## config.mk

```make
export PLATFORM = sky130hd
export DESIGN_NAME = hgfe_mod
export DESIGN_NICKNAME = d
export VERILOG_FILES = /design/src/sv/hash_grid_feature_encoder_unit_defines.svh /design/src/sv/hgfe_pkg.sv /design/src/sv/hgfe_mod.sv
export SDC_FILE = /design/constraint.sdc
export NUM_CORES = 1
export LEC_CHECK = 0
export ABC_AREA = 1
export BUFFER_PORTS_ARGS = -buffer_cell sky130_fd_sc_hd__buf_2
export CORE_MARGIN = 3
export CORE_UTILIZATION = 45
export DETAILED_ROUTE_END_ITERATION = 16
export PLACE_DENSITY_LB_ADDON = 0.1
export SLEW_MARGIN = 20
export SYNTH_ARGS = -nofsm -noshare
export SYNTH_HDL_FRONTEND = slang
export SYNTH_SLANG_ARGS = --single-unit
```

## constraint.sdc

```tcl
create_clock -name clock -period 2.72 [get_ports clock]
set_input_delay 0.544 -clock clock [delete_from_list [all_inputs] [get_ports clock]]
set_output_delay 0.544 -clock clock [all_outputs]
set_load 0.005 [all_outputs]
```

## src/sv/hash_grid_feature_encoder_unit_defines.svh

```systemverilog
// assertion macros used by the hash grid encoder top level
`ifndef HASH_GRID_FEATURE_ENCODER_UNIT_DEFINES_SVH
`define HASH_GRID_FEATURE_ENCODER_UNIT_DEFINES_SVH

// same-cycle implication, checked outside reset
`define HGFE_ASSERT_IMP(lbl, cond, prop, msg) \
   lbl: assert property (@(posedge clock) disable iff (reset) (cond) |-> (prop)) else $error(msg);

// next-cycle implication, checked outside reset
`define HGFE_ASSERT_NXT(lbl, cond, prop, msg) \
   lbl: assert property (@(posedge clock) disable iff (reset) (cond) |=> (prop)) else $error(msg);

`endif

```

## src/sv/hgfe_pkg.sv

```systemverilog
// package with constants and types of the hash grid feature encoder
package hgfe_pkg;

   localparam int HGFE_LEVELS     = 8;
   localparam int HGFE_FEATURES   = 2;
   localparam int HGFE_LOG2_TABLE = 12;

   localparam int RES_MAX_W  = 25;
   localparam int SIZE_MAX_W = 22;
   localparam int TAB_AW     = 16;

   localparam logic [31:0] HASH_PRIME = 32'd2654435761;

   localparam logic [1:0] CSR_BASE_RES  = 2'd0;
   localparam logic [1:0] CSR_LOG2_SIZE = 2'd1;
   localparam logic [1:0] CSR_ACTIVE    = 2'd2;
   localparam logic [1:0] CSR_LIMIT     = 2'd3;

   localparam logic [9:0]  RST_BASE_RES  = 10'd16;
   localparam logic [3:0]  RST_LOG2_SIZE = 4'd12;
   localparam logic [3:0]  RST_ACTIVE    = 4'd8;
   localparam logic [15:0] RST_LIMIT     = 16'h7FFF;

   typedef struct packed {
      logic                  hashed;
      logic [RES_MAX_W-1:0]  res;
      logic [SIZE_MAX_W-1:0] size;
      logic [TAB_AW-1:0]     base;
   } level_info_type;

endpackage

```

## src/sv/hgfe_mod.sv

```systemverilog
// bit-serial remainder unit, one dividend bit per cycle
module hgfe_mod (
   input  logic                          clock,
   input  logic                          reset,
   input  logic                          start,
   input  logic [31:0]                   dividend,
   input  logic [hgfe_pkg::SIZE_MAX_W-1:0] divisor,
   output logic                          done,
   output logic [hgfe_pkg::SIZE_MAX_W-1:0] remainder
);
   import hgfe_pkg::*;

   logic                  run_ff;
   logic                  done_ff;
   logic [4:0]            cnt_ff;
   logic [31:0]           dvd_ff;
   logic [SIZE_MAX_W-1:0] div_ff;
   logic [SIZE_MAX_W-1:0] rem_ff;
   logic [SIZE_MAX_W:0]   trial;
   logic [SIZE_MAX_W:0]   rem_in;

   always_comb begin
      trial  = {rem_ff, dvd_ff[31]};
      rem_in = (trial >= {1'b0, div_ff}) ? trial - {1'b0, div_ff} : trial;
   end

   always_ff @(posedge clock) begin
      if (reset) begin
         run_ff  <= 1'b0;
         done_ff <= 1'b0;
         cnt_ff  <= '0;
      end else begin
         done_ff <= 1'b0;
         if (start) begin
            run_ff <= 1'b1;
            cnt_ff <= '0;
         end else if (run_ff) begin
            cnt_ff <= cnt_ff + 5'd1;
            if (cnt_ff == 5'd31) begin
               run_ff  <= 1'b0;
               done_ff <= 1'b1;
            end
         end
      end
   end

   always_ff @(posedge clock) begin
      if (start) begin
         dvd_ff <= dividend;
         div_ff <= divisor;
         rem_ff <= '0;
      end else if (run_ff) begin
         dvd_ff <= dvd_ff << 1;
         rem_ff <= rem_in[SIZE_MAX_W-1:0];
      end
   end

   assign done      = done_ff;
   assign remainder = rem_ff;

endmodule

```

== After elaboration in Yosys (flattened, before gate mapping) ==
Index checks and enable logic that the tools add are counted.
Storage, ports and cells
  register bits after elaboration: 83
  input port bits: 57
  output and inout port bits: 23
  logic and storage cells: 21
Cells by class
  add/subtract/negate cells: 2
  $lt $le $gt $ge: 1
  equal/unequal tests: 1
  muxes and demuxes: 7
  bitwise logic cells: 1
  reductions and logical operators: 3
Operators by type and width (number)
  32-bit two-way mux: 2
  23-bit by 22-bit >= comparator with 1-bit output: 1
  22-bit two-way mux: 1
  22-bit subtractor: 1
  5-bit by 1-bit adder with 5-bit output (second input constant): 1
  5-bit == test (second input constant): 1
  1-bit two-way mux: 4
  3-bit OR reduction: 1
  2-bit nonzero test: 1
  2-bit OR reduction: 1
  1-bit NOT: 1

== Longest topological paths before layout ==
  depth after elaboration: 4
  mapped depth: 15
  gate-level depth less buffers: 15

== Worst setup path before layout ==
No wires, ideal clock.
  path kind: input to register
  start: input port start
  end: register dvd_ff[0], enable pin
  library setup time: 410 ps
  data arrival time: 2072 ps
  setup slack: 238 ps
  stages: 4
  buffers on the path: 2
  path through: clkbuf_1 -> nor2_1 -> inv_1 -> clkbuf_1
On the way
  longest elaborated chain between the ends: 1
Ends and longest elaborated chain
  start: declaration: RTL line hgfe_mod.sv:5  | input logic start,
  2-bit nonzero test (no line)
  end signal: assignment: RTL line hgfe_mod.sv:49  | dvd_ff <= dividend;
  end signal: assignment: RTL line hgfe_mod.sv:53  | dvd_ff <= dvd_ff << 1;
  end: declaration: RTL line hgfe_mod.sv:16  | logic [31:0] dvd_ff;
Every way passes these cells.
A chain may end at the register's enable or synchronous reset.

== Worst setup path in the final report ==
  start: register rem_ff[12], in the netlist remainder[12]
  end: register rem_ff[2], in the netlist remainder[2]
On the way
  longest elaborated chain between the ends: 2
Ends and longest elaborated chain
  start: declaration: RTL line hgfe_mod.sv:18  | logic [SIZE_MAX_W-1:0] rem_ff;
  start signal: assignment: RTL line hgfe_mod.sv:54  | rem_ff <= rem_in[SIZE_MAX_W-1:0];
  23-bit by 22-bit >= comparator with 1-bit output: RTL line hgfe_mod.sv:24  | rem_in = (trial >= {1'b0, div_ff}) ? trial - {1'b0, div_ff} : trial;
  22-bit two-way mux: RTL line hgfe_mod.sv:24
Every way passes these cells.

==> out/results.ini <==
[status]
status=completed

[timing]
finalHoldViolCount=0
fin_tns_setup_ns=0
rsz0062_at_grt=no
post-route-period-util=0.851
finalMaxSlewViolations=0
worstMarginPinSlew_ns=0.676
final.setup.worst_slack_ns=0.405
clock_skew_ns=0.00424
fin_crit_ns=2.32
relSlewSlack=0.549
timing.fmax_mhz=432
finalSetupViolCount=0

[cts]
cts_setup_buffers=0
clkSinkCount=83
root_buffer=clkbuf_16
hold_buffers=0
cts_tree=done
cts_resized=0
clockBufferDepth=2
htreeDepth=3
numCtsBuffers=9
worstSkewPairLatency_ns=0.34
clkSlewWorstSetupHoldPaths_ns=0.06

[route]
drt-vias-per-instance=4.84
wl_met2_um=5600
drc=0
wl_um=11900
wl_per_cell_um=13.0
initialDrtViolationCount=193
final_antenna_net_count=0
vias=4425
routed-wl-met3_um=582
dr.pass1.iters=4
drt-met1-wl_um=5520
top_layer=met4

[logic_synthesis]
synth_ff_type=edfxtp_1
synth_largest_area_cell=edfxtp_1
async_reset_ff_frac=0
synth.ff_latch_count=83
synth_nets=772
synth-seq-area-share=0.426
yosysTopAreaCellShare=0.314
syn_avg_cell_area_um2=7.49
syn_area_um2=5170
synthCells=690
ys_warn_count=0
synth.distinct_cells=36
yosys-top-cells-area=edfxtp_1, nand2_1, dfxtp_1
synth-edff-count=54

[finish]
drive_gt1_frac=0.168
nets=851
multiInputGateArea_um2=2420
antenna_cells=0
ff_latch_area_um2=2200
final_util=0.539
nFillCells=1106
syn_to_final_growth_pct=15.0

[place]
gp_congestion=0.907
dp_hpwl_um=8740
port_buffers=79
dp_slack_ns=0.428

[floorplan]
die_y_um=113
start_util=0.469
io_pins=80
core_region_area_um2=11000
die_x_um=113
row_count=38
dieArea_um2=12800

[global_route]
grt_pass1_vias=4538
gr-usage-all-layers=0.199
grt_start_max_net_pins=58
overflow=0
antenna_found_initial=0
grt_pass1_wl_um=20600

[pwr]
powerDensity_nw_per_um2=507
ir_drop_mv=0.439
seq_power_share=0.485
p_leak_nw=3.11
switchingPower_mw=0.723
internal-power_mw=2.29
combPwrFrac=0.112
pwr-share-clk=0.403
switching_share=0.240

[worst_setup_path]
arrival_ns=2.53
cp.required_ns=2.93
end_kind=flip-flop
path_class=reg2reg
critPathLaunchType=flip-flop
critPathMaxFanout=13

[job]
maxCapViolCount=0

[min_path]
hp-class=in2reg

-- registers in the layout, summed over array words and instances, names as in the netlist --
register	flops
done	1
dvd_ff	32
div_ff	22
remainder	22
run_ff	1
cnt_ff	5
-- cells in the mapped netlist (10+ instances only) --
master	n
nand3_2	11
nand3b_1	15
nand3_1	49
dfxtp_1	29
edfxtp_1	54
inv_1	110
nand2_1	270
o21ai_1	11
a21oi_1	17
nand2_2	10
nor2_1	28
ha_1	24
-- metrics by stage --
stage,cell area [um^2],cells,power [mW],hold WS (ns)
after global routing,5950,914,3.16,0.360
final,5950,914,3.02,0.373
after global placement,5650,898,1.82,0.454
after CTS,5950,914,3.06,0.357
after detailed placement,5650,898,1.83,0.472
after floorplan,5170,690,1.71,0.445
-- power by group through the flow --
stage	Combinational [mW]	Clock, mW	Sequential, mW
finish	0.338	1.22	1.46
global route	0.393	1.30	1.47
CTS	0.342	1.25	1.46
detailed placement	0.341	0	1.49
global placement	0.335	0	1.49
floorplan	0.231	0	1.48
-- per-layer routing --
layer / vias up / track usage
li1: 2331 / -
met1: 1973 / 0.255
met2: 106 / 0.329
met3: 15 / 0.0412
met4: 0 / 0.0753
met5: - / 0
-- critical path, stage by stage, from the launching register on --
cell and delay (ns):
dfxtp_1 0.34, ha_1 0.38, nand2_1 0.12, inv_1 0.07, nand2_1 0.15, nor2_4 0.07, nand2_1 0.08, nor2_2 0.05
nor2_2 0.35, buf_4 0.30, nand3_1 0.10, nand3_1 0.11, o21ai_1 0.07
-- path summary, 6_finish.rpt --
check	start	end	slack [ns]	cells after the start
worst max-delay path	remainder[12]	remainder[2]	0.40	12
worst min-delay path	divisor[3]	div_ff[3]	0.37	1
worst max register to register	remainder[12]	remainder[2]	0.40	12
worst min register to register	cnt_ff[4]	cnt_ff[4]	0.48	2
-- cells in the final DEF, fill, tap and decap left out, types with 5 or more instances in the layout --
cell         n
nand2_1    270
inv_1      110
buf_2       79
edfxtp_1    54
nand3_1     49
dfxtp_1     29
nor2_1      28
ha_1        24
a21oi_1     17
nand3b_1    15
nand3_2     11
o21ai_1     11
nand2_2     10
nor3_1       9
clkbuf_16    9
xnor2_1      6
buf_4        6
nor2_2       5
nand4_1      5
-- cell families after synthesis --
logic type | count (synthesis) | share of synthesized area
AOI/OAI and AO/OA | 34 | 0.0346
xor gates and xnor gates | 9 | 0.0152
DFF | 83 | 0.426
adders and majority gates | 25 | 0.0619
and+or+nand+nor | 410 | 0.355
buffers and inverters | 129 | 0.107
-- layout make-up --
class / instances / area share
multi-input cells: 478 / 0.406
flip-flops and latches: 83 / 0.370
repair buffers: 85 / 0.0740
inverters: 112 / 0.0707
clock buffers: 11 / 0.0408
well taps: 140 / 0.0294
clock inverters: 5 / 0.00883
Power figures use the tool's default switching activity.
