$ cat config.mk
export PLATFORM = sky130hd
export DESIGN_NAME = hgfe_layout
export DESIGN_NICKNAME = d
export VERILOG_FILES = /design/src/sv/hash_grid_feature_encoder_unit_defines.svh /design/src/sv/hgfe_pkg.sv /design/src/sv/hgfe_layout.sv
export SDC_FILE = /design/constraint.sdc
export NUM_CORES = 1
export LEC_CHECK = 0
export BUFFER_PORTS_ARGS = -buffer_cell sky130_fd_sc_hd__buf_2
export CORE_UTILIZATION = 50
export CTS_CLUSTER_SIZE = 30
export DETAILED_ROUTE_END_ITERATION = 10
export PLACE_DENSITY = 0.67
export REMOVE_ABC_BUFFERS = 1
export SLEW_MARGIN = 0
export SYNTH_ARGS = -nofsm -noshare
export SYNTH_HDL_FRONTEND = slang
export SYNTH_SLANG_ARGS = --single-unit
$ cat constraint.sdc
create_clock -name clock -period 23.4 [get_ports clock]
set_input_delay 2.34 -clock clock [delete_from_list [all_inputs] [get_ports clock]]
set_output_delay 2.34 -clock clock [all_outputs]
set_load 0.05 [all_outputs]
$ cat src/sv/hash_grid_feature_encoder_unit_defines.svh
// assertion macros used by the hash grid encoder top level
`ifndef HASH_GRID_FEATURE_ENCODER_UNIT_DEFINES_SVH
`define HASH_GRID_FEATURE_ENCODER_UNIT_DEFINES_SVH

// same-cycle implication, checked outside reset
`define HGFE_ASSERT_IMP(lbl, cond, prop, msg) \
   lbl: assert property (@(posedge clock) disable iff (reset) (cond) |-> (prop)) else $error(msg);

// next-cycle implication, checked outside reset
`define HGFE_ASSERT_NXT(lbl, cond, prop, msg) \
   lbl: assert property (@(posedge clock) disable iff (reset) (cond) |=> (prop)) else $error(msg);

`endif

$ cat src/sv/hgfe_pkg.sv
// package with constants and types of the hash grid feature encoder
package hgfe_pkg;

   localparam int HGFE_LEVELS     = 8;
   localparam int HGFE_FEATURES   = 2;
   localparam int HGFE_LOG2_TABLE = 12;

   localparam int RES_MAX_W  = 25;
   localparam int SIZE_MAX_W = 22;
   localparam int TAB_AW     = 16;

   localparam logic [31:0] HASH_PRIME = 32'd2654435761;

   localparam logic [1:0] CSR_BASE_RES  = 2'd0;
   localparam logic [1:0] CSR_LOG2_SIZE = 2'd1;
   localparam logic [1:0] CSR_ACTIVE    = 2'd2;
   localparam logic [1:0] CSR_LIMIT     = 2'd3;

   localparam logic [9:0]  RST_BASE_RES  = 10'd16;
   localparam logic [3:0]  RST_LOG2_SIZE = 4'd12;
   localparam logic [3:0]  RST_ACTIVE    = 4'd8;
   localparam logic [15:0] RST_LIMIT     = 16'h7FFF;

   typedef struct packed {
      logic                  hashed;
      logic [RES_MAX_W-1:0]  res;
      logic [SIZE_MAX_W-1:0] size;
      logic [TAB_AW-1:0]     base;
   } level_info_type;

endpackage

$ cat src/sv/hgfe_layout.sv
// per-level layout sequencer: resolution, size and base offset of each level
module hgfe_layout #(
   parameter int LEVELS     = hgfe_pkg::HGFE_LEVELS,
   parameter int FEATURES   = hgfe_pkg::HGFE_FEATURES,
   parameter int LOG2_TABLE = hgfe_pkg::HGFE_LOG2_TABLE,
   parameter int LVL_W      = (LEVELS > 1) ? $clog2(LEVELS) : 1
) (
   input  logic                    clock,
   input  logic                    reset,
   input  logic                    restart,
   input  logic [9:0]              base_res,
   input  logic [4:0]              log2_size,
   output logic                    busy,
   input  logic [LVL_W-1:0]        rd_level,
   output hgfe_pkg::level_info_type rd_info
);
   import hgfe_pkg::*;

   localparam int RES_W  = LEVELS + 9;
   localparam int DW     = (LOG2_TABLE + 2) / 2;
   localparam int CNT_W  = 2 * DW + 1;
   localparam int CELL_W = LOG2_TABLE + 1;
   localparam int SIZE_W = LOG2_TABLE + 3;

   logic                 run_ff;
   logic [LVL_W-1:0]     lvl_ff;
   logic [RES_W-1:0]     r_ff;
   logic [TAB_AW-1:0]    off_ff;

   logic                 hashed_ff [LEVELS];
   logic [RES_W-1:0]     res_ff    [LEVELS];
   logic [SIZE_W-1:0]    size_ff   [LEVELS];
   logic [TAB_AW-1:0]    base_ff   [LEVELS];

   logic [2*DW-1:0]      sq;
   logic [CNT_W-1:0]     cnt;
   logic [CELL_W-1:0]    hs;
   logic                 small_r;
   logic                 hashed;
   logic [CELL_W-1:0]    cells;
   logic [SIZE_W-1:0]    size;
   logic [RES_W-1:0]     r0;

   always_comb begin
      r0      = (base_res < 10'd2) ? RES_W'(2) : RES_W'(base_res);
      small_r = (r_ff >> DW) == '0;
      sq      = r_ff[DW-1:0] * r_ff[DW-1:0];
      cnt     = (CNT_W'(sq) + CNT_W'(7)) & ~CNT_W'(7);
      hs      = CELL_W'(1) << log2_size;
      hashed  = !small_r || (cnt > CNT_W'(hs));
      cells   = hashed ? hs : cnt[CELL_W-1:0];
      size    = SIZE_W'(cells) * SIZE_W'(FEATURES);
   end

   always_ff @(posedge clock) begin
      if (reset) begin
         run_ff <= 1'b0;
         lvl_ff <= '0;
      end else if (restart) begin
         run_ff <= 1'b1;
         lvl_ff <= '0;
      end else if (run_ff) begin
         lvl_ff <= lvl_ff + LVL_W'(1);
         if (lvl_ff == LVL_W'(LEVELS - 1)) begin
            run_ff <= 1'b0;
         end
      end
   end

   always_ff @(posedge clock) begin
      if (restart) begin
         r_ff   <= r0;
         off_ff <= '0;
      end else if (run_ff) begin
         r_ff              <= (r_ff << 1) - RES_W'(1);
         off_ff            <= off_ff + TAB_AW'(size);
         hashed_ff[lvl_ff] <= hashed;
         res_ff[lvl_ff]    <= r_ff;
         size_ff[lvl_ff]   <= size;
         base_ff[lvl_ff]   <= off_ff;
      end
   end

   assign busy           = run_ff;
   assign rd_info.hashed = hashed_ff[rd_level];
   assign rd_info.res    = RES_MAX_W'(res_ff[rd_level]);
   assign rd_info.size   = SIZE_MAX_W'(size_ff[rd_level]);
   assign rd_info.base   = base_ff[rd_level];

endmodule

After elaboration in Yosys (flattened, before gate mapping)
Memory sizes are Yosys's and may differ from the RTL's.
Index checks and enable logic that the tools add are counted.

word-level totals
  word-level logic and storage cells = 32
  output and inout bits = 65
  bits in writable memories = 376
  bits in latches = 0
  memories = 4
  bits in read-only memories = 0
  flip-flop bits (word level) = 37
  input bits = 21

cells by class
  eq/ne operators = 1
  shifts and indexed selects = 1
  multiply operators = 1
  div/mod/pow operators = 0
  $lt $le $gt $ge = 2
  $add $sub $neg = 4
  bitwise gates (word level) = 0
  multiplexer cells = 10
  reductions and logical operators = 5

memory list
  name       depth  width  rd ports  clocked after Yosys merged registers in  write ports  RTL line           RTL
  res_ff     8      17     1         0                                        1            hgfe_layout.sv:31  logic [RES_W-1:0] res_ff [LEVELS];
  base_ff    8      16     1         0                                        1            hgfe_layout.sv:33  logic [TAB_AW-1:0] base_ff [LEVELS];
  size_ff    8      13     1         0                                        1            hgfe_layout.sv:32  logic [SIZE_W-1:0] size_ff [LEVELS];
  hashed_ff  8      1      1         0                                        1            hgfe_layout.sv:30  logic hashed_ff [LEVELS];

operators with widths
  cell                   count
  $mux 17                2
  $logic_not 17->1       1
  $sub 17x1->17 const B  1
  $add 16x14->16         1
  $add 14x3->15 const B  1
  $gt 15x13->1           1
  $mul 7x7->14           1
  $mux 13                1
  $shl 1x5->13 const A   1
  $lt 10x2->1 const B    1
  $mux 10                1
  $mux 1                 6
  $add 3x1->3 const B    1
  $eq 3x3->1 const B     1
  $reduce_bool 2->1      1
  $reduce_or 2->1        1
  $logic_not 1->1        1
  $logic_or 1x1->1       1

Longest topological paths before layout
Gate-level depths: netlist (run 1).

  depth after elaboration = 6
  depth in mapped cells = 36
  mapped depth without buffers = 35

Worst setup path after synthesis (run 1)
OpenSTA, ideal clock, no wires.

  kind = register -> register
  from = register r_ff[4]
  to = register off_ff[12]
  period minus slack after synthesis = 7.573 ns
  setup slack = 15.827 ns
  arrival time = 7.441 ns
  data required time = 23.268 ns
  stages on the path, launching flop included = 35
  library setup time = 0.132 ns
  buffers on the path = 1
  cell sequence = edfxtp_1 clkbuf_1 inv_1 nor2_1 ha_1 xor2_1 fa_1 inv_1 fa_1 inv_1 fa_1 inv_1 ha_1 a21o_1 nand2_1 nand3b_1 nor2_1 o21a_1 xnor2_1 ha_1 nand2_1 nor2_1 a2111oi_0 o21ai_0 a211oi_4 inv_4 mux2_4 ha_1 a21o_1 a21o_1 a221oi_1 a21oi_1 or3_1 nand3_1 a21oi_1

on the way
  cells in the longest elaborated chain, start to end = 6

ends and longest elaborated chain
  item                    RTL line           RTL
  from (decl)             hgfe_layout.sv:27  logic [RES_W-1:0] r_ff;
  from (signal assigned)  hgfe_layout.sv:72  r_ff <= r0;
  from (signal assigned)  hgfe_layout.sv:75  r_ff <= (r_ff << 1) - RES_W'(1);
  $mul 7x7->14            hgfe_layout.sv:47  sq = r_ff[DW-1:0] * r_ff[DW-1:0];
  $add 14x3->15           hgfe_layout.sv:48  cnt = (CNT_W'(sq) + CNT_W'(7)) & ~CNT_W'(7);
  $gt 15x13->1            hgfe_layout.sv:50  hashed = !small_r || (cnt > CNT_W'(hs));
  $logic_or 1x1->1        hgfe_layout.sv:50
  via hashed              hgfe_layout.sv:39  logic hashed;
  $mux 13                 hgfe_layout.sv:51  cells = hashed ? hs : cnt[CELL_W-1:0];
  via cells[6]            hgfe_layout.sv:40  logic [CELL_W-1:0] cells;
  $add 16x14->16          hgfe_layout.sv:76  off_ff <= off_ff + TAB_AW'(size);
  to (signal assigned)    hgfe_layout.sv:76
  to (decl)               hgfe_layout.sv:28  logic [TAB_AW-1:0] off_ff;

The timed path passes the listed nets, and every way through them passes these cells.
A chain may end at the register's enable or synchronous reset.

Worst setup path after layout (run 1)
  from = register r_ff[4]
  to = register off_ff[15]

The elaborated chain is that of the path after synthesis.

==> impl_metrics.yaml, run 1 <==
yosys:
  synth_edf_count: 385
  syn_area_sq_mm: 0.0180
  ys_seq_elements: 404
  synth.yosys.seq_area_share: 0.664
  ys_warn_count: 0
  synth.area.top_cells: "edfxtp_1 (64%), mux4_2 (12%), ha_1 (4.0%)"
  ys.flop_type: "edfxtp_1"
  synth_cells: 1042
  synth.top_cell.area_share: 0.642
  yosys.area.top_type: "edfxtp_1"
  ys_types: 57
  async_flop_share: 0
  syn-mean-instance-area_sq_um: 17.3
timing:
  maxSlewViolCount: 0
  finalCritPeriodShare: 0.364
  max-slew-margin-rel: 0.323
  period_minus_slack_ns: 8.51
  worst_pin_slew_ns: 1.01
  tns_ns: 0
  finClkSkew_ns: 0.0153
  whs_ns: 0.609
  rsz0062_at_grt: "false"
  finalSetupViolations: 0
  fin_ws_ns: 14.89
  hold_viol_final: 0
  fmax_mhz: 117
cts:
  cts_max_level: 2
  clk_path_buf_depth: 3
  clock_latency_ns: 0.54
  post_cts_hold_buffer_count: 0
  postCtsResizedCells: 0
  numCtsBuffers: 42
  numClockSinks: 404
  clk_pin_slew_ns: 0.06
  post-cts-setup-buffer-count: 0
  cts_tree: "yes"
  cts-root-buf: "clkbuf_16"
finish:
  final_nets: 1224
  stdcell_area_sq_mm: 0.0202
  area_growth_pct: 12.3
  final_cell_mix: "edfxtp_1 (385), mux4_2 (92), buf_2 (65)"
  antennaDiodeCount: 0
  layout_commonest_cell: "edfxtp_1"
  drive_above_1_share: 0.270
route:
  first_pass_iters: 5
  detail_route.wl_per_cell_microns: 22.1
  drt_iter0_markers: 551
  wirelength_microns: 36000
  drc: 0
  vias_per_cell: 5.72
  num_vias: 9296
  ant_nets: 0
critical_path:
  r2r_start: "r_ff[4]$_DFFE_PP_"
  critPathLaunchType: "register"
  critical_path_arrival_ns: 8.97
  cp_slowest_cell: "edfxtp_1"
  worstPathRequired_ns: 23.86
  crit_end: "off_ff[15]$_SDFFE_PP0P_"
  r2r_cells: 32
  crit_path_end_kind: "register"
  crit_path_max_incr_delay_ns: 0.72
  reg2reg_setup_slack_ns: 14.89
  r2r-end: "off_ff[15]$_SDFFE_PP0P_"
  critPathTopFamily: "adder cells"
  path_buf_inv: 5
  path_depth: 32
  worstSetupPathType: "register to register"
  crit_path_start: "r_ff[4]$_DFFE_PP_"
  path_max_fanout: 18
grt:
  grt_use_total: 0.204
  overflow: 0
  antenna_found_initial: 0
  grt_max_degree: 50
  grt_pass1_wl_microns: 55800
  grt_pass1_vias: 9599
pwr:
  total_power_uw: 1760
  peakVddDrop_uv: 50.8
  power.density_mw_per_mm2: 87.0
  p_leak_uw: 0.00693
floorplanning:
  core-area_sq_mm: 0.0355
  die_h_microns: 192
  dieArea_sq_mm: 0.0368
  fp-row-count: 69
  die_w_microns: 192
  ios: 86
  start_util: 0.507
place:
  gp_congestion: 0.830
  dp_hpwl_microns: 21200
  io_buffers: 67
  preCtsSetupSlack_ns: 14.94
  place_area_sq_mm: 0.0189
hold_path:
  hp-class: "register to register"
  hold_start: "off_ff[13]$_SDFFE_PP0P_"
run_status:
  status: "complete, no violations"
job:
  cap_viol_max_count: 0
[state kept, by name (all words and copies together) (netlist names)]
signal	count
busy	1
lvl_ff	3
res_ff	136
base_ff	120
off_ff	15
hashed_ff	8
size_ff	104
r_ff	17
[routing by layer]
| layer | wire [microns] | part of all wire | vias to the layer above | GRT usage |
|---|---|---|---|---|
| li1 | - | - | 4210 | - |
| met1 | 16200 | 0.45 | 4807 | 0.295 |
| met2 | 17400 | 0.48 | 222 | 0.327 |
| met3 | 1720 | 0.048 | 57 | 0.0283 |
| met4 | 726 | 0.020 | 0 | 0.0559 |
| met5 | 0 | 0 | - | 0 |
[worst reg2reg max path, delay by kind of cell, from the launching register on]
family,cells,cell delay [ns]
buf+inv,5,0.57
simple gates,7,0.91
flops,1,0.72
xor+xnor,2,0.43
mux,1,0.55
compound gates,10,2.59
fa+ha+maj,7,2.67
[cells by family after synthesis]
kind of cell             Yosys count  synth area share
XOR/XNOR                          34            0.0165
adder cells (fa/ha/maj)           72            0.0563
AO/OA/AOI/OAI                     81            0.0298
buffers and inverters            106            0.0260
multiplexers                     158             0.157
other                              1          0.000208
AND/OR/NAND/NOR                  186            0.0510
flip-flops                       404             0.664
[power breakdown]
group,leakage [uW],internal (uW),switching (uW)
Clock,0.000657,369,270
Sequential,0.00360,801,14.4
Combinational,0.00268,120,185
[cell usage after synthesis, drive strengths merged, types with 2 or more instances]
cell type / n
o41ai: 2
mux4: 92
a31o: 2
and3: 4
xnor2: 18
nor2: 55
and2: 15
nand4: 4
clkbuf: 25
ha: 57
buf: 32
mux2i: 12
nand3: 13
nand3b: 5
xor2: 16
nor2b: 7
mux2: 54
a21o: 5
nand2b: 16
nand4b: 2
inv: 49
a211oi: 3
o211ai: 3
or2: 3
nor3: 18
a21oi: 26
o21a: 6
o21ai: 19
o22ai: 3
nor4: 4
dfxtp: 19
nand2: 34
edfxtp: 385
fa: 15
or3: 5
[layout make-up]
| class | count | area [sq um] |
|---|---|---|
| clock buffers | 54 | 1140 |
| clock inverters | 24 | 195 |
| fillers | 2742 | 15300 |
| inverters | 49 | 186 |
| multi-input cells | 549 | 5700 |
| flip-flops and latches | 404 | 11900 |
| well taps | 461 | 577 |
| repair buffers | 85 | 479 |
[worst min path at each step]
stage / endpoint / depth (start not counted)
final: base_ff[0][13]$_DFFE_PP_ / 0
after floorplan: off_ff[10]$_SDFFE_PP0P_ / 2
after detailed placement: base_ff[7][13]$_DFFE_PP_ / 0
after CTS: base_ff[6][13]$_DFFE_PP_ / 0
after global routing: base_ff[0][13]$_DFFE_PP_ / 0
after global placement: base_ff[6][13]$_DFFE_PP_ / 0
[through the flow]
stage	instances	utilization
2_1_floorplan	1002	-
3_3_place_gp	1548	0.532
3_5_place_dp	1548	0.532
4_1_cts	1626	0.570
5_1_grt	1626	0.570
6_report	1626	0.570
Power figures use the tool's default switching activity.
==> run 2: changes to the inputs <==
Clock period 23.4 ns to 8.8 ns, I/O delays scaled along.
==> run 2 against run 1 <==
Flip-flop and latch count unchanged. Highest routed layer unchanged. Combinational power grew to 2.6 times the previous value. Die area did not move. Register-to-register slack got worse by 14 ns. Sequential share of layout area fell by 0.069 points. Hold slack got worse by 0.030 ns. Cell area rose by 0.12%. Count of clock-buffer cells in the layout down 3. First-iteration DRC count grew 15%. Critical path type unchanged.
==> impl_metrics.yaml, run 2 (synthesis gave the netlist of run 1 again) <==
floorplanning:
  die_w_microns: 192
  ios: 86
  dieArea_sq_mm: 0.0368
  start_util: 0.507
  core-area_sq_mm: 0.0355
  die_h_microns: 192
  fp-row-count: 69
grt:
  grt_use_total: 0.198
  antenna_found_initial: 3
  grt_max_degree: 62
  overflow: 0
  grt_pass1_vias: 9230
  grt_pass1_wl_microns: 54100
critical_path:
  critPathLaunchType: "register"
  critical_path_arrival_ns: 8.64
  worstPathRequired_ns: 9.26
  worstSetupPathType: "register to register"
  r2r_cells: 32
  crit_path_max_incr_delay_ns: 0.66
  path_buf_inv: 4
  cp_common_cell: "fa_1"
  crit_path_end_kind: "register"
  r2r-end: "off_ff[15]$_SDFFE_PP0P_"
  cp_slowest_cell: "edfxtp_1"
  r2r_start: "r_ff[3]$_DFFE_PP_"
  crit_path_start: "r_ff[3]$_DFFE_PP_"
  reg2reg_setup_slack_ns: 0.63
  path_max_fanout: 20
  critPathTopFamily: "adder cells"
cts:
  numCtsBuffers: 42
  clk_path_buf_depth: 3
  clk_pin_slew_ns: 0.06
  cts_tree: "yes"
  clock_latency_ns: 0.54
  numClockSinks: 404
  post-cts-setup-buffer-count: 0
  cts-root-buf: "clkbuf_16"
  cts_max_level: 2
hold_path:
  worst_hold_path.endpoint: "busy$_SDFF_PP0_"
  hold_depth: 2
  hp-class: "primary input to register"
  hold_start: "reset"
route:
  first_pass_iters: 5
  drt_iter0_markers: 632
  vias_per_cell: 5.61
  drc: 0
  ant_nets: 0
  detail_route.wl_per_cell_microns: 21.6
  wirelength_microns: 35200
  num_vias: 9130
finish:
  largest_reg_flops: 136
  reg_top3: "res_ff (136), base_ff (120), size_ff (104)"
  top_register: "res_ff"
  area_growth_pct: 12.5
  final_nets: 1228
  layout_commonest_cell: "edfxtp_1"
  final_cell_mix: "edfxtp_1 (385), mux4_2 (92), buf_2 (65)"
  multiInputGateArea_sq_mm: 0.00571
  finalNonFillerCells: 1627
  drive_above_1_share: 0.268
  seq_area_sq_mm: 0.0119
  post-route-util: 0.570
  fillCellCount: 2713
place:
  gp_congestion: 0.804
  dp_cells: 1552
  io_buffers: 67
  dp_hpwl_microns: 21100
timing:
  tns_ns: 0
  hold_viol_final: 0
  worst_pin_slew_ns: 1.04
  finalCritPeriodShare: 0.929
  period_minus_slack_ns: 8.17
  finClkSkew_ns: 0.0255
  maxSlewViolCount: 0
  finalSetupViolations: 0
  max-slew-margin-rel: 0.301
  fmax_mhz: 122
  rsz0062_at_grt: "false"
pwr:
  p_leak_uw: 0.00693
  peakVddDrop_uv: 130
  power.density_mw_per_mm2: 229
run_status:
  status: "complete, no violations"
job:
  cap_viol_max_count: 0
run 2: worst max-delay path by stage:
stage / slack [ns] / endpoint / depth (start not counted)
finish: 0.63 / off_ff[15]$_SDFFE_PP0P_ / 32
global route: 0.02 / off_ff[12]$_SDFFE_PP0P_ / 29
CTS: 0.42 / off_ff[15]$_SDFFE_PP0P_ / 28
detailed placement: 0.42 / off_ff[15]$_SDFFE_PP0P_ / 28
global placement: 0.71 / off_ff[15]$_SDFFE_PP0P_ / 28
floorplan: 1.35 / off_ff[12]$_SDFFE_PP0P_ / 33
run 2: what timing repair did:
item	4_1_cts	5_1_grt
hold endpoints to repair	0	0
gates resized for setup	0	2
hold buffers	0	0
endpoints found under the setup margin	0	4
run 2: routing by layer:
layer,wire [microns],track usage,share of wire
met4,735,0.0534,0.021
met3,1350,0.0248,0.038
met2,17000,0.323,0.48
met5,0,0,0
met1,16100,0.282,0.46
run 2: final cells by class:
| class | count | share of cell area |
|---|---|---|
| sequential | 404 | 0.590 |
| multi-input combinational | 549 | 0.282 |
| clock buffer | 51 | 0.0557 |
| tap | 461 | 0.0285 |
| timing repair buffer | 89 | 0.0252 |
| inverter | 49 | 0.00921 |
| clock inverter | 22 | 0.00896 |
| antenna | 2 | 0.000247 |
run 2: report_power, final:
group	switching, uW	leakage (uW)	internal, uW
clock network	702	0.000639	971
registers	30.4	0.00360	2130
logic	485	0.00269	319
run 2: per-stage QoR:
stage / worst slack [ns] / cell area, sq um / total power, uW / hold slack (ns)
CTS: 0.423 / 20200 / 4680 / 0.552
finish: 0.627 / 20200 / 4640 / 0.580
detailed placement: 0.415 / 18900 / 3000 / 0.601
floorplan: 1.35 / 17800 / 2800 / 0.522
global placement: 0.707 / 18900 / 3000 / 0.579
global route: 0.0208 / 20200 / 4850 / 0.559
==> run 3: changes to the inputs <==
Clock period 8.8 ns to 9.75 ns, I/O delays scaled along.
==> run 3 against run 2 <==
Critical path depth unchanged. Fmax fell by 3.6%. Sequential share of layout area is 0.16 points higher. Final cell count shrank 0.25%. Clock skew is 0.011 ns lower. Critical endpoint unchanged. Clock power down 9.6%. Non-clock buffer count decreased by 4. Worst setup slack improved by 0.64 ns. Die area did not move. Hold slack improved by 0.024 ns. Utilization down 0.16 points.
==> impl_metrics.yaml, run 3 (synthesis gave the netlist of run 1 again) <==
hold_path:
  hp-class: "register to register"
cts:
  cts-root-buf: "clkbuf_16"
  cts_max_level: 2
  post-cts-setup-buffer-count: 0
  post_cts_hold_buffer_count: 0
  clock_latency_ns: 0.54
  postCtsResizedCells: 0
  clk_path_buf_depth: 3
  numCtsBuffers: 42
  numClockSinks: 404
  clk_pin_slew_ns: 0.06
  cts_tree: "yes"
timing:
  max-slew-margin-rel: 0.333
  maxSlewViolCount: 0
  worst_pin_slew_ns: 1.00
  finalCritPeriodShare: 0.870
  tns_ns: 0
  fin_ws_ns: 1.27
  finClkSkew_ns: 0.0144
  finalSetupViolations: 0
  rsz0062_at_grt: "false"
  hold_viol_final: 0
  period_minus_slack_ns: 8.48
  fmax_mhz: 118
place:
  dp_hpwl_microns: 21100
  gp_congestion: 0.841
  io_buffers: 67
  preCtsSetupSlack_ns: 1.30
pwr:
  power.density_mw_per_mm2: 208
  p_leak_uw: 0.00691
  peakVddDrop_uv: 125
route:
  drt_iter0_markers: 602
  ant_nets: 0
  drc: 0
  first_pass_iters: 5
  wirelength_microns: 35800
  vias_per_cell: 5.64
  detail_route.wl_per_cell_microns: 22.1
  num_vias: 9161
critical_path:
  worstSetupPathType: "register to register"
  path_max_fanout: 18
  crit_path_end_kind: "register"
  crit_path_max_incr_delay_ns: 0.73
  worstPathRequired_ns: 10.20
  critical_path_arrival_ns: 8.93
  critPathLaunchType: "register"
  cp_slowest_cell: "edfxtp_1"
job:
  cap_viol_max_count: 0
grt:
  grt_pass1_wl_microns: 55300
  overflow: 0
  grt_max_degree: 50
  grt_pass1_vias: 9356
  antenna_found_initial: 0
  grt_use_total: 0.202
run_status:
  status: "complete, no violations"
floorplanning:
  start_util: 0.507
  die_h_microns: 192
  core-area_sq_mm: 0.0355
  ios: 86
  fp-row-count: 69
  dieArea_sq_mm: 0.0368
  die_w_microns: 192
finish:
  area_growth_pct: 12.2
  final_cell_mix: "edfxtp_1 (385), mux4_2 (92), buf_2 (65)"
  largest_reg_flops: 136
  final_nets: 1224
  drive_above_1_share: 0.263
  antennaDiodeCount: 0
  reg_top3: "res_ff (136), base_ff (120), size_ff (104)"
  top_register: "res_ff"
  layout_commonest_cell: "edfxtp_1"
-- run 3: cell count changes in the layout (fill, tap and decap cells not counted), sizes merged --
cell | before | now
clkbuf | 51 | 58
clkinv | 18 | 12
buf | 89 | 85
diode | 2 | 0
inv | 50 | 52
clkinvlp | 1 | 0
-- run 3: metrics by stage --
step | utilization | instance area (sq um) | total power [uW] | hold slack (ns) | cells
finish | 0.569 | 20200 | 4200 | 0.604 | 1623
global route | 0.569 | 20200 | 4380 | 0.633 | 1623
CTS | 0.569 | 20200 | 4230 | 0.605 | 1623
detailed placement | 0.532 | 18900 | 2720 | 0.597 | 1548
global placement | 0.532 | 18900 | 2710 | 0.587 | 1548
floorplan | - | 17800 | 2530 | 0.522 | 1002
-- run 3: layer usage --
metal,global-route usage,share of wire
met1,0.291,0.46
met2,0.328,0.48
met3,0.0274,0.043
met4,0.0461,0.016
met5,0,0
-- run 3: worst paths after layout --
path	startpoint	end	slack (ns)	cells after the start
worst max-delay path	r_ff[4]$_DFFE_PP_	off_ff[15]$_SDFFE_PP0P_	1.27	32
worst min-delay path	off_ff[13]$_SDFFE_PP0P_	base_ff[3][13]$_DFFE_PP_	0.60	0
worst max register to register	r_ff[4]$_DFFE_PP_	off_ff[15]$_SDFFE_PP0P_	1.27	32
worst min register to register	off_ff[13]$_SDFFE_PP0P_	base_ff[3][13]$_DFFE_PP_	0.60	0
-- run 3: cell type report --
class                   instances  area (sq um)
clock buffers                  58          1150
repair buffers                 85           479
multi-input cells             549          5700
clock inverters                17           149
fillers                      2705         15300
flip-flops and latches        404         11900
inverters                      49           186
well taps                     461           577
-- run 3: critical path, delay by kind of cell, from the launching register on --
kind / cells / cell delay (ns)
AND/OR/NAND/NOR: 7 / 0.90
buffers and inverters: 5 / 0.55
adder cells (fa/ha/maj): 7 / 2.66
AO/OA/AOI/OAI: 10 / 2.51
flip-flops: 1 / 0.73
multiplexers: 1 / 0.61
XOR/XNOR: 2 / 0.42
-- run 3: report_power, final --
part	switching, uW	internal, uW	leakage, uW
registers	34.1	1920	0.00360
clock network	628	882	0.000637
logic	444	286	0.00268
total	1110	3090	0.00691
